File: config.mk
export PLATFORM = sky130hd
export DESIGN_NAME = int32_to_decimal_ascii
export DESIGN_NICKNAME = d
export VERILOG_FILES = /design/src/hdl/i2a_pkg.sv /design/src/hdl/i2a_cell.sv /design/src/hdl/i2a_serializer.sv /design/src/hdl/int32_to_decimal_ascii.sv
export SDC_FILE = /design/constraint.sdc
export NUM_CORES = 2
export LEC_CHECK = 0
export BUFFER_PORTS_ARGS = -buffer_cell sky130_fd_sc_hd__buf_4
export CAP_MARGIN = 20
export CORE_ASPECT_RATIO = 0.8
export CORE_MARGIN = 3
export CORE_UTILIZATION = 50
export DETAILED_ROUTE_END_ITERATION = 16
export PLACE_DENSITY = 0.73
export SLEW_MARGIN = 20
export SYNTH_ARGS = -nofsm -noshare
export SYNTH_HDL_FRONTEND = slang
export SYNTH_SLANG_ARGS = --single-unit
File: constraint.sdc
create_clock -name clock -period 108.1 [get_ports clock]
set_input_delay 5.405 -clock clock [delete_from_list [all_inputs] [get_ports clock]]
set_output_delay 5.405 -clock clock [all_outputs]
set_load 0.01 [all_outputs]
File: src/hdl/i2a_pkg.sv
// i2a_pkg: shared constants and the pipeline stage type for the
// signed 32-bit to decimal ASCII converter. No dependencies.
package i2a_pkg;

   localparam int DIGIT_COUNT = 10;
   localparam int BIN_W       = 32;
   localparam int BCD_W       = DIGIT_COUNT * 4;
   localparam int CNT_W       = $clog2(DIGIT_COUNT + 1);

   localparam logic [7:0] ASCII_ZERO  = 8'd48;
   localparam logic [7:0] ASCII_MINUS = 8'd45;

   typedef struct packed {
      logic             valid;
      logic             neg;
      logic [BIN_W-1:0] bin;
      logic [BCD_W-1:0] bcd;
   } stage_type;

endpackage

File: src/hdl/i2a_cell.sv
// i2a_cell: one shift-and-add-3 step of the binary to BCD chain.
// Depends on i2a_pkg.
module i2a_cell
   import i2a_pkg::*;
(
   input  logic      clock,
   input  logic      reset,
   input  logic      adv,
   input  stage_type stage_in,
   output stage_type stage_ff
);

   logic [BCD_W-1:0] bcd_adj;
   stage_type        step_in;

   always_comb begin
      for (int d = 0; d < DIGIT_COUNT; d++) begin
         if (stage_in.bcd[d*4 +: 4] >= 4'd5) begin
            bcd_adj[d*4 +: 4] = stage_in.bcd[d*4 +: 4] + 4'd3;
         end else begin
            bcd_adj[d*4 +: 4] = stage_in.bcd[d*4 +: 4];
         end
      end
      step_in.valid = stage_in.valid;
      step_in.neg   = stage_in.neg;
      step_in.bin   = {stage_in.bin[BIN_W-2:0], 1'b0};
      step_in.bcd   = {bcd_adj[BCD_W-2:0], stage_in.bin[BIN_W-1]};
   end

   always_ff @(posedge clock) begin
      if (reset) begin
         stage_ff.valid <= 1'b0;
      end else if (adv) begin
         stage_ff <= step_in;
      end
   end

endmodule

File: src/hdl/i2a_serializer.sv
// i2a_serializer: turns one finished BCD word into an optional sign and digit items
// behind a registered output stage. Depends on i2a_pkg.
module i2a_serializer
   import i2a_pkg::*;
(
   input  logic       clock,
   input  logic       reset,
   input  stage_type  tail,
   output logic       take,
   output logic       rsp_valid,
   input  logic       rsp_stall,
   output logic [7:0] rsp_ascii_char,
   output logic       rsp_last_char
);

   logic             busy_ff, busy_in;
   logic             neg_ff, neg_in;
   logic [BCD_W-1:0] bcd_ff, bcd_in;
   logic [CNT_W-1:0] cnt_ff, cnt_in;
   logic             valid_ff, valid_in;
   logic [7:0]       char_ff, char_in;
   logic             last_ff, last_in;
   logic             out_free;
   logic             finishing;

   assign out_free  = !valid_ff || !rsp_stall;
   assign finishing = busy_ff && out_free && !neg_ff && (cnt_ff == CNT_W'(1));
   assign take      = !busy_ff || finishing;

   always_comb begin
      busy_in  = busy_ff;
      neg_in   = neg_ff;
      bcd_in   = bcd_ff;
      cnt_in   = cnt_ff;
      valid_in = valid_ff;
      char_in  = char_ff;
      last_in  = last_ff;
      if (out_free) begin
         valid_in = busy_ff;
         if (busy_ff) begin
            if (neg_ff) begin
               char_in = ASCII_MINUS;
               last_in = 1'b0;
               neg_in  = 1'b0;
            end else begin
               char_in = ASCII_ZERO + {4'd0, bcd_ff[BCD_W-1 -: 4]};
               last_in = (cnt_ff == CNT_W'(1));
               bcd_in  = {bcd_ff[BCD_W-5:0], 4'd0};
               cnt_in  = cnt_ff - CNT_W'(1);
               if (cnt_ff == CNT_W'(1)) begin
                  busy_in = 1'b0;
               end
            end
         end
      end
      if (tail.valid && take) begin
         busy_in = 1'b1;
         neg_in  = tail.neg;
         bcd_in  = tail.bcd;
         cnt_in  = CNT_W'(DIGIT_COUNT);
      end
   end

   always_ff @(posedge clock) begin
      if (reset) begin
         busy_ff  <= 1'b0;
         valid_ff <= 1'b0;
      end else begin
         busy_ff  <= busy_in;
         valid_ff <= valid_in;
      end
      neg_ff  <= neg_in;
      bcd_ff  <= bcd_in;
      cnt_ff  <= cnt_in;
      char_ff <= char_in;
      last_ff <= last_in;
   end

   assign rsp_valid      = valid_ff;
   assign rsp_ascii_char = char_ff;
   assign rsp_last_char  = last_ff;

endmodule

File: src/hdl/int32_to_decimal_ascii.sv
// int32_to_decimal_ascii: 32 shift-and-add-3 cells in a chain, then a
// character serializer. Throughput is set by the one-character result channel;
// the chain holds up to 32 items in flight.
// Reset (synchronous) empties the chain, the serializer and the output; data
// registers are not reset.
// Depends on i2a_pkg, i2a_cell, i2a_serializer.
module int32_to_decimal_ascii
   import i2a_pkg::*;
(
   input  logic              clock,
   input  logic              reset,
   input  logic              req_valid,
   output logic              req_stall,
   input  logic signed [31:0] req_value,
   output logic              rsp_valid,
   input  logic              rsp_stall,
   output logic [7:0]        rsp_ascii_char,
   output logic              rsp_last_char
);

   stage_type  chain [0:BIN_W];
   logic       take;
   logic       adv;
   logic [BIN_W-1:0] raw;

   assign raw = req_value;
   assign adv = !chain[BIN_W].valid || take;
   assign req_stall = !adv;

   always_comb begin
      chain[0].valid = req_valid;
      chain[0].neg   = raw[BIN_W-1];
      chain[0].bin   = raw[BIN_W-1] ? (~raw + BIN_W'(1)) : raw;
      chain[0].bcd   = '0;
   end

   for (genvar g = 0; g < BIN_W; g++) begin : g_cell
      i2a_cell u_cell (
         .clock    (clock),
         .reset    (reset),
         .adv      (adv),
         .stage_in (chain[g]),
         .stage_ff (chain[g+1])
      );
   end

   i2a_serializer u_ser (
      .clock          (clock),
      .reset          (reset),
      .tail           (chain[BIN_W]),
      .take           (take),
      .rsp_valid      (rsp_valid),
      .rsp_stall      (rsp_stall),
      .rsp_ascii_char (rsp_ascii_char),
      .rsp_last_char  (rsp_last_char)
   );

endmodule

## After elaboration in Yosys (flattened, before gate mapping)

Index checks and enable logic that the tools add are counted.

- $add $sub $neg: 268
- Order comparisons: 265
- Equal/unequal tests: 2
- Multiplexer cells: 278
- Bitwise gates (word level): 3
- Reduce and logical (&&, ||, !) cells: 20

Operators with widths:

| operator | count |
|---|---|
| $ge A4 B3 Y1 const B | 255 |
| $add A4 B2 Y4 const B | 234 |
| $mux W4 | 234 |
| $mux W40 | 4 |
| $add A3 B2 Y3 const B | 21 |
| $mux W3 | 21 |
| $add A32 B1 Y32 const B | 1 |
| $not A32 Y32 | 1 |
| $mux W31 | 1 |
| $add A1 B2 Y3 const AB | 9 |
| $ge A1 B3 Y1 const AB | 9 |
| $mux W1 | 18 |
| $add A6 B4 Y7 const A | 1 |
| $logic_not A1 Y1 | 6 |
| $reduce_and A2 Y1 | 3 |
| $reduce_and A3 Y1 | 2 |
| $eq A4 B1 Y1 const B | 1 |
| $logic_and A1 B1 Y1 | 4 |
| $reduce_bool A2 Y1 | 2 |
| $sub A4 B1 Y4 const B | 1 |
| $add A1 B2 Y3 const B | 1 |
| $ge A1 B3 Y1 const B | 1 |
| $logic_or A1 B1 Y1 | 3 |
| $ne A2 B2 Y1 const B | 1 |
| $not A1 Y1 | 2 |

- Flip-flop bits (word level): 1677
- Output and inout port bits: 11

## Logic depth before layout (Yosys ltp)

- Word-level depth: 9
- Depth in mapped cells: 8

## By module

Synthesis repeated with hierarchy kept, for this count alone.

- Cells, all modules: 7814
- Area, all modules: 105876.5 µm²

By module, submodules not included:

| module | instances | cells each | area each (µm²) | sequential area each (µm²) |
|---|---|---|---|---|
| i2a_cell | 32 | 234 | 3206.8 | 2182.1 |
| i2a_serializer | 1 | 227 | 2573.7 | 1531.5 |
| int32_to_decimal_ascii | 1 | 99 | 684.4 | 0.0 |

## Worst setup path before layout

No wires, ideal clock.

- Path type: input-to-reg
- Start point: input port rsp_stall
- End point: register g_cell[0].u_cell.stage_ff[0] (netlist name), enable pin
- Library setup time: 2824 ps
- Data arrival time: 56253 ps
- Data required time: 105276 ps
- Slack: 49023 ps
- Cell stages on the path: 5
- Cell sequence: and2_1 -> o211ai_2 -> clkinv_1 -> clkbuf_1 -> nor2_1

- Cells in the longest elaborated chain, start to end: 8

Ends and longest elaborated chain:

| element | line | RTL |
|---|---|---|
| start: declaration | int32_to_decimal_ascii.sv:16 | `input logic rsp_stall,` |
| $logic_not A1 Y1 | i2a_serializer.sv:26 | `assign out_free = !valid_ff \|\| !rsp_stall;` |
| $logic_or A1 B1 Y1 | i2a_serializer.sv:26 |  |
| $logic_and A1 B1 Y1 (3 in a row) | i2a_serializer.sv:27 | `assign finishing = busy_ff && out_free && !neg_ff && (cnt_ff == CNT_W'(1));` |
| $logic_or A1 B1 Y1 | i2a_serializer.sv:28 | `assign take = !busy_ff \|\| finishing;` |
| $logic_or A1 B1 Y1 | int32_to_decimal_ascii.sv:27 | `assign adv = !chain[BIN_W].valid \|\| take;` |
| $reduce_and A2 Y1 (no source line) | - |  |
| end signal: assignment | i2a_cell.sv:34 | `stage_ff <= step_in;` |
| end: declaration | i2a_cell.sv:10 | `output stage_type stage_ff` |

No other way between the ends.
A chain may end at the register's enable or synchronous reset.

## Final worst setup path

- Start point: input port rsp_stall
- End point: output port req_stall

- Cells in the longest elaborated chain, start to end: 8

Ends and longest elaborated chain:

| element | line | RTL |
|---|---|---|
| $logic_not A1 Y1 | i2a_serializer.sv:26 |  |
| $logic_or A1 B1 Y1 | i2a_serializer.sv:26 |  |
| $logic_and A1 B1 Y1 (3 in a row) | i2a_serializer.sv:27 |  |
| $logic_or A1 B1 Y1 | i2a_serializer.sv:28 |  |
| $logic_or A1 B1 Y1 | int32_to_decimal_ascii.sv:27 |  |
| $logic_not A1 Y1 | int32_to_decimal_ascii.sv:28 | `assign req_stall = !adv;` |
| end: declaration | int32_to_decimal_ascii.sv:13 | `output logic req_stall,` |

No other way between the ends.

==> results.env <==
POSTSYNTH.TOPFLOPCELL='sky130_fd_sc_hd__edfxtp_1'
TIMING.FMAX_MHz=81.5
FINISH.UTILIZATION_PCT=56.3
SYNTH-SEQ-AREA-SHARE_PCT=69.5
TIMING.CRITICAL_PATH.MAX_DELAY_FAMILY='buffers and inverters'
TOTALPOWERFINAL_mW=1.37
PWR-SHARE-SEQ_PCT=52.6
WORSTPATHREQUIRED_NS=102.69
HOLD_WS_NS=0.369
PLACEMENT.IO_BUFFERS=43
RSZ0062_AT_GRT='no'
REPORTED_MAX_CAP_VIOLATION_COUNT=0
CLOCK_POWER_SHARE_PCT=30.5
CORE_AREA_MM2=0.109
POWER_SWITCHING_SHARE_PCT=26.3
CTS.HTREE.LEVELS=3
FIN_TNS_SETUP_NS=0
FINISH.INSTANCE_AREA_MM2=0.0615
ROWS=108
FILL_CELLS=8414
FINAL.PERIOD_UTILIZATION_PCT=11.3
CLOCK_SKEW_NS=0.0693
SETUP_VIOL=0
WL_PER_CELL_UM=12.4
POST_ROUTE_CELLS_DRIVE_ABOVE_1_SHARE_PCT=6.32
COMBPWRFRAC_PCT=16.9
CTS_HOLD_BUFFERS=0
HOLDCRITPATHCLASS='reg -> reg'
STATIC-LEAKAGE-POWER_nW=23.8
MIN_PERIOD_NS=12.27
N_ANTENNA_CELL=0
ROUTED_WIRELENGTH_MM=70.8
CPMOSTUSEDCELL='sky130_fd_sc_hd__buf_4'
DIE_Y_UM=304
AREA_OF_THE_MULTI_INPUT_GATES_MM2=0.0156
ASYNC_RESET_FF_SHARE_PCT=0
GRT_PASS1_WL_MM=122
SETUP.WORST_PATH.CLASS='in -> out'
RUN_STATUS='finished, final reports clean'
POWER.SWITCHING_mW=0.360
WORST-PATH-BUF-INV=5
TRITONCTS='yes'
AREA.GROWTH.SYNTH_TO_FINAL_PCT=11.2
DETAILED_PLACE.AREA_MM2=0.0575
SYNTH_ENABLE_FLOP_CELLS=1255
SYNTH.CELL_AREA_MM2=0.0553
YOSYS.CELL_TYPES.COUNT=49
CTS.SINK_COUNT=1293
CRITICAL_PATH.ENDPOINT_TYPE='primary output'
COUNT_OF_BOUNDARY_I_O_PINS=47
MAX_STAGE_DELAY_NS=0.32
DIE_AREA_MM2=0.115
DETAIL_ROUTE.FIRST_PASS.ITERATIONS=5
DETAILEDPLACEMENTHPWL_MM=44.6
SYNTH.FF_LATCH_COUNT=1293
INITIAL_CORE_UTIL_PCT=50.7
CTS_ROOT_BUF='sky130_fd_sc_hd__clkbuf_16'
INITIALDRTVIOLATIONCOUNT=1583
YOSYSMOSTFREQUENTCELL='sky130_fd_sc_hd__edfxtp_1'
CRITICAL_PATH.SLOWEST_CELL='sky130_fd_sc_hd__buf_4'
TIMING.CRITICAL_PATH.CELLS='buf_4, and2_1, o211ai_2, buf_4, clkinv_1, buf_4, buf_4'
SYNTH_WARNINGS=0
SYNTH_LARGEST_AREA_CELL='sky130_fd_sc_hd__edfxtp_1'
PIN_COUNT_OF_THE_BIGGEST_NET_ENTERING_GLOBAL_ROUTING=188
SYNTHESIS.AREA_PER_INSTANCE_UM2=13.8
CTS-RESIZED-GATES=0
TRITONCTS.NUM_BUFFERS=121
IR_DROP_mV=0.0156
TIMING_HOLD_VIOLATIONS_FINAL=0
DR_TOTAL_VIAS=28000
CP.ARRIVAL_NS=6.86
SYNTH_TOP_CELLS_BY_AREA='sky130_fd_sc_hd__edfxtp_1 68%, sky130_fd_sc_hd__ha_1 7.2%, sky130_fd_sc_hd__nand2_1 4.5%'
TOTAL_GRT_OVERFLOW=0
WORST_REL_SLEW_SLACK_PCT=31.7
FINALNETCOUNT=4540
NETLIST_TOP_CELLS_COUNT='1255 x sky130_fd_sc_hd__edfxtp_1, 659 x sky130_fd_sc_hd__nand2_1, 323 x sky130_fd_sc_hd__inv_1'
GLOBALPLACE.CONGESTION=0.735
POWER.INTERNAL_mW=1.01
CRIT_PATH_START_KIND='primary input'
VIASPERCELL=4.90
VIA_COUNT_OF_THE_FIRST_GLOBAL_ROUTING_PASS=27500
SLEW_VIOLATIONS=0
CRIT_PATH_MAX_FANOUT=32
SEQUENTIAL_CELL_AREA_MM2=0.0384
DETAIL-ROUTE-ANTENNA-NETS=0
CTS-ROOT-TO-SINK-BUFFERS=3
DIEWIDTH_UM=378
GRT_ANTENNA_BEFORE_REPAIR=0
DRC=0
WORSTSKEWPAIRLATENCY_NS=0.73
WORST_MAX_SLEW_PIN_SLEW_NS=1.02
POWER.DENSITY_mW_PER_MM2=22.3
CLK_PIN_SLEW_NS=0.06
SYNTH_CELLS=4024
CTS_POST_SETUP_BUFFERS_INSERTED=0
SYNTH_LARGEST_TYPE_AREA_FRACTION_PCT=68.1
GRT_USAGE_PCT=12.7
power groups by stage:
stage	clock, mW	sequential [mW]	combinational, mW
floorplan	0	0.752	0.189
global placement	0	0.726	0.219
detailed placement	0	0.730	0.233
CTS	0.432	0.721	0.236
global route	0.452	0.732	0.272
finish	0.419	0.720	0.231
final timing paths:
kind	depth (start not counted)	end	slack (ns)	start
worst max-delay path	7	req_stall	95.83	rsp_stall
worst min-delay path	0	g_cell[29].u_cell.stage_ff[70]	0.37	g_cell[28].u_cell.stage_ff[69]
worst max register to register	12	g_cell[16].u_cell.stage_ff[63]	100.56	u_ser.neg_ff
worst min register to register	0	g_cell[29].u_cell.stage_ff[70]	0.37	g_cell[28].u_cell.stage_ff[69]
area by class of cell:
cell class                 count  area share (%)
sequential                  1293            62.5
multi-input combinational   2386            25.3
clock buffer                 150            5.10
tap                         1430            2.91
inverter                     324            1.98
clock inverter                72            1.40
timing repair buffer          60           0.793
stage by stage:
stage	cells	setup slack, ns
detailed placement	5493	95.84
global placement	5493	95.85
floorplan	4025	49.02
finish	5715	95.83
CTS	5715	95.83
global route	5715	95.71
cells by family (layout without fill, tap and decap cells):
kind of cell,count (synthesis),count (layout),synth area share (%)
muxes,183,183,3.39
other,2,3,0.0136
and+or+nand+nor,1157,1157,9.44
DFF,1293,1293,69.5
AOI/OAI and AO/OA,538,538,5.13
buffers and inverters,346,606,2.40
adders and majority gates,318,318,7.19
xor gates and xnor gates,187,187,2.96
registers in the layout (all words and copies together), names as in the netlist:
signal	flops
u_ser.cnt_ff	4
u_ser.rsp_last_char	1
u_ser.rsp_valid	1
u_ser.neg_ff	1
g_cell.u_cell.stage_ff	1240
u_ser.rsp_ascii_char	5
u_ser.busy_ff	1
u_ser.bcd_ff	40
routing by layer:
metal	share of wire [%]	track usage, %
met5	0	0
met4	2.8	4.53
met3	3.0	2.31
met2	51	23.0
met1	43	15.1
layout by cell type (no fill, tap or decap), types with 38 or more instances in the layout:
master | netlist | layout
sky130_fd_sc_hd__o21ai_0 | 307 | 307
sky130_fd_sc_hd__clkbuf_16 | 0 | 121
sky130_fd_sc_hd__xnor2_1 | 185 | 185
sky130_fd_sc_hd__a21oi_1 | 198 | 198
sky130_fd_sc_hd__ha_1 | 318 | 318
sky130_fd_sc_hd__buf_4 | 3 | 57
sky130_fd_sc_hd__inv_1 | 323 | 323
sky130_fd_sc_hd__nand2b_1 | 291 | 291
sky130_fd_sc_hd__mux2i_1 | 147 | 147
sky130_fd_sc_hd__edfxtp_1 | 1255 | 1255
sky130_fd_sc_hd__nand2_1 | 659 | 659
sky130_fd_sc_hd__dfxtp_1 | 38 | 38
sky130_fd_sc_hd__nor2_1 | 166 | 165
Note: power is estimated with default switching activity, not from simulation.
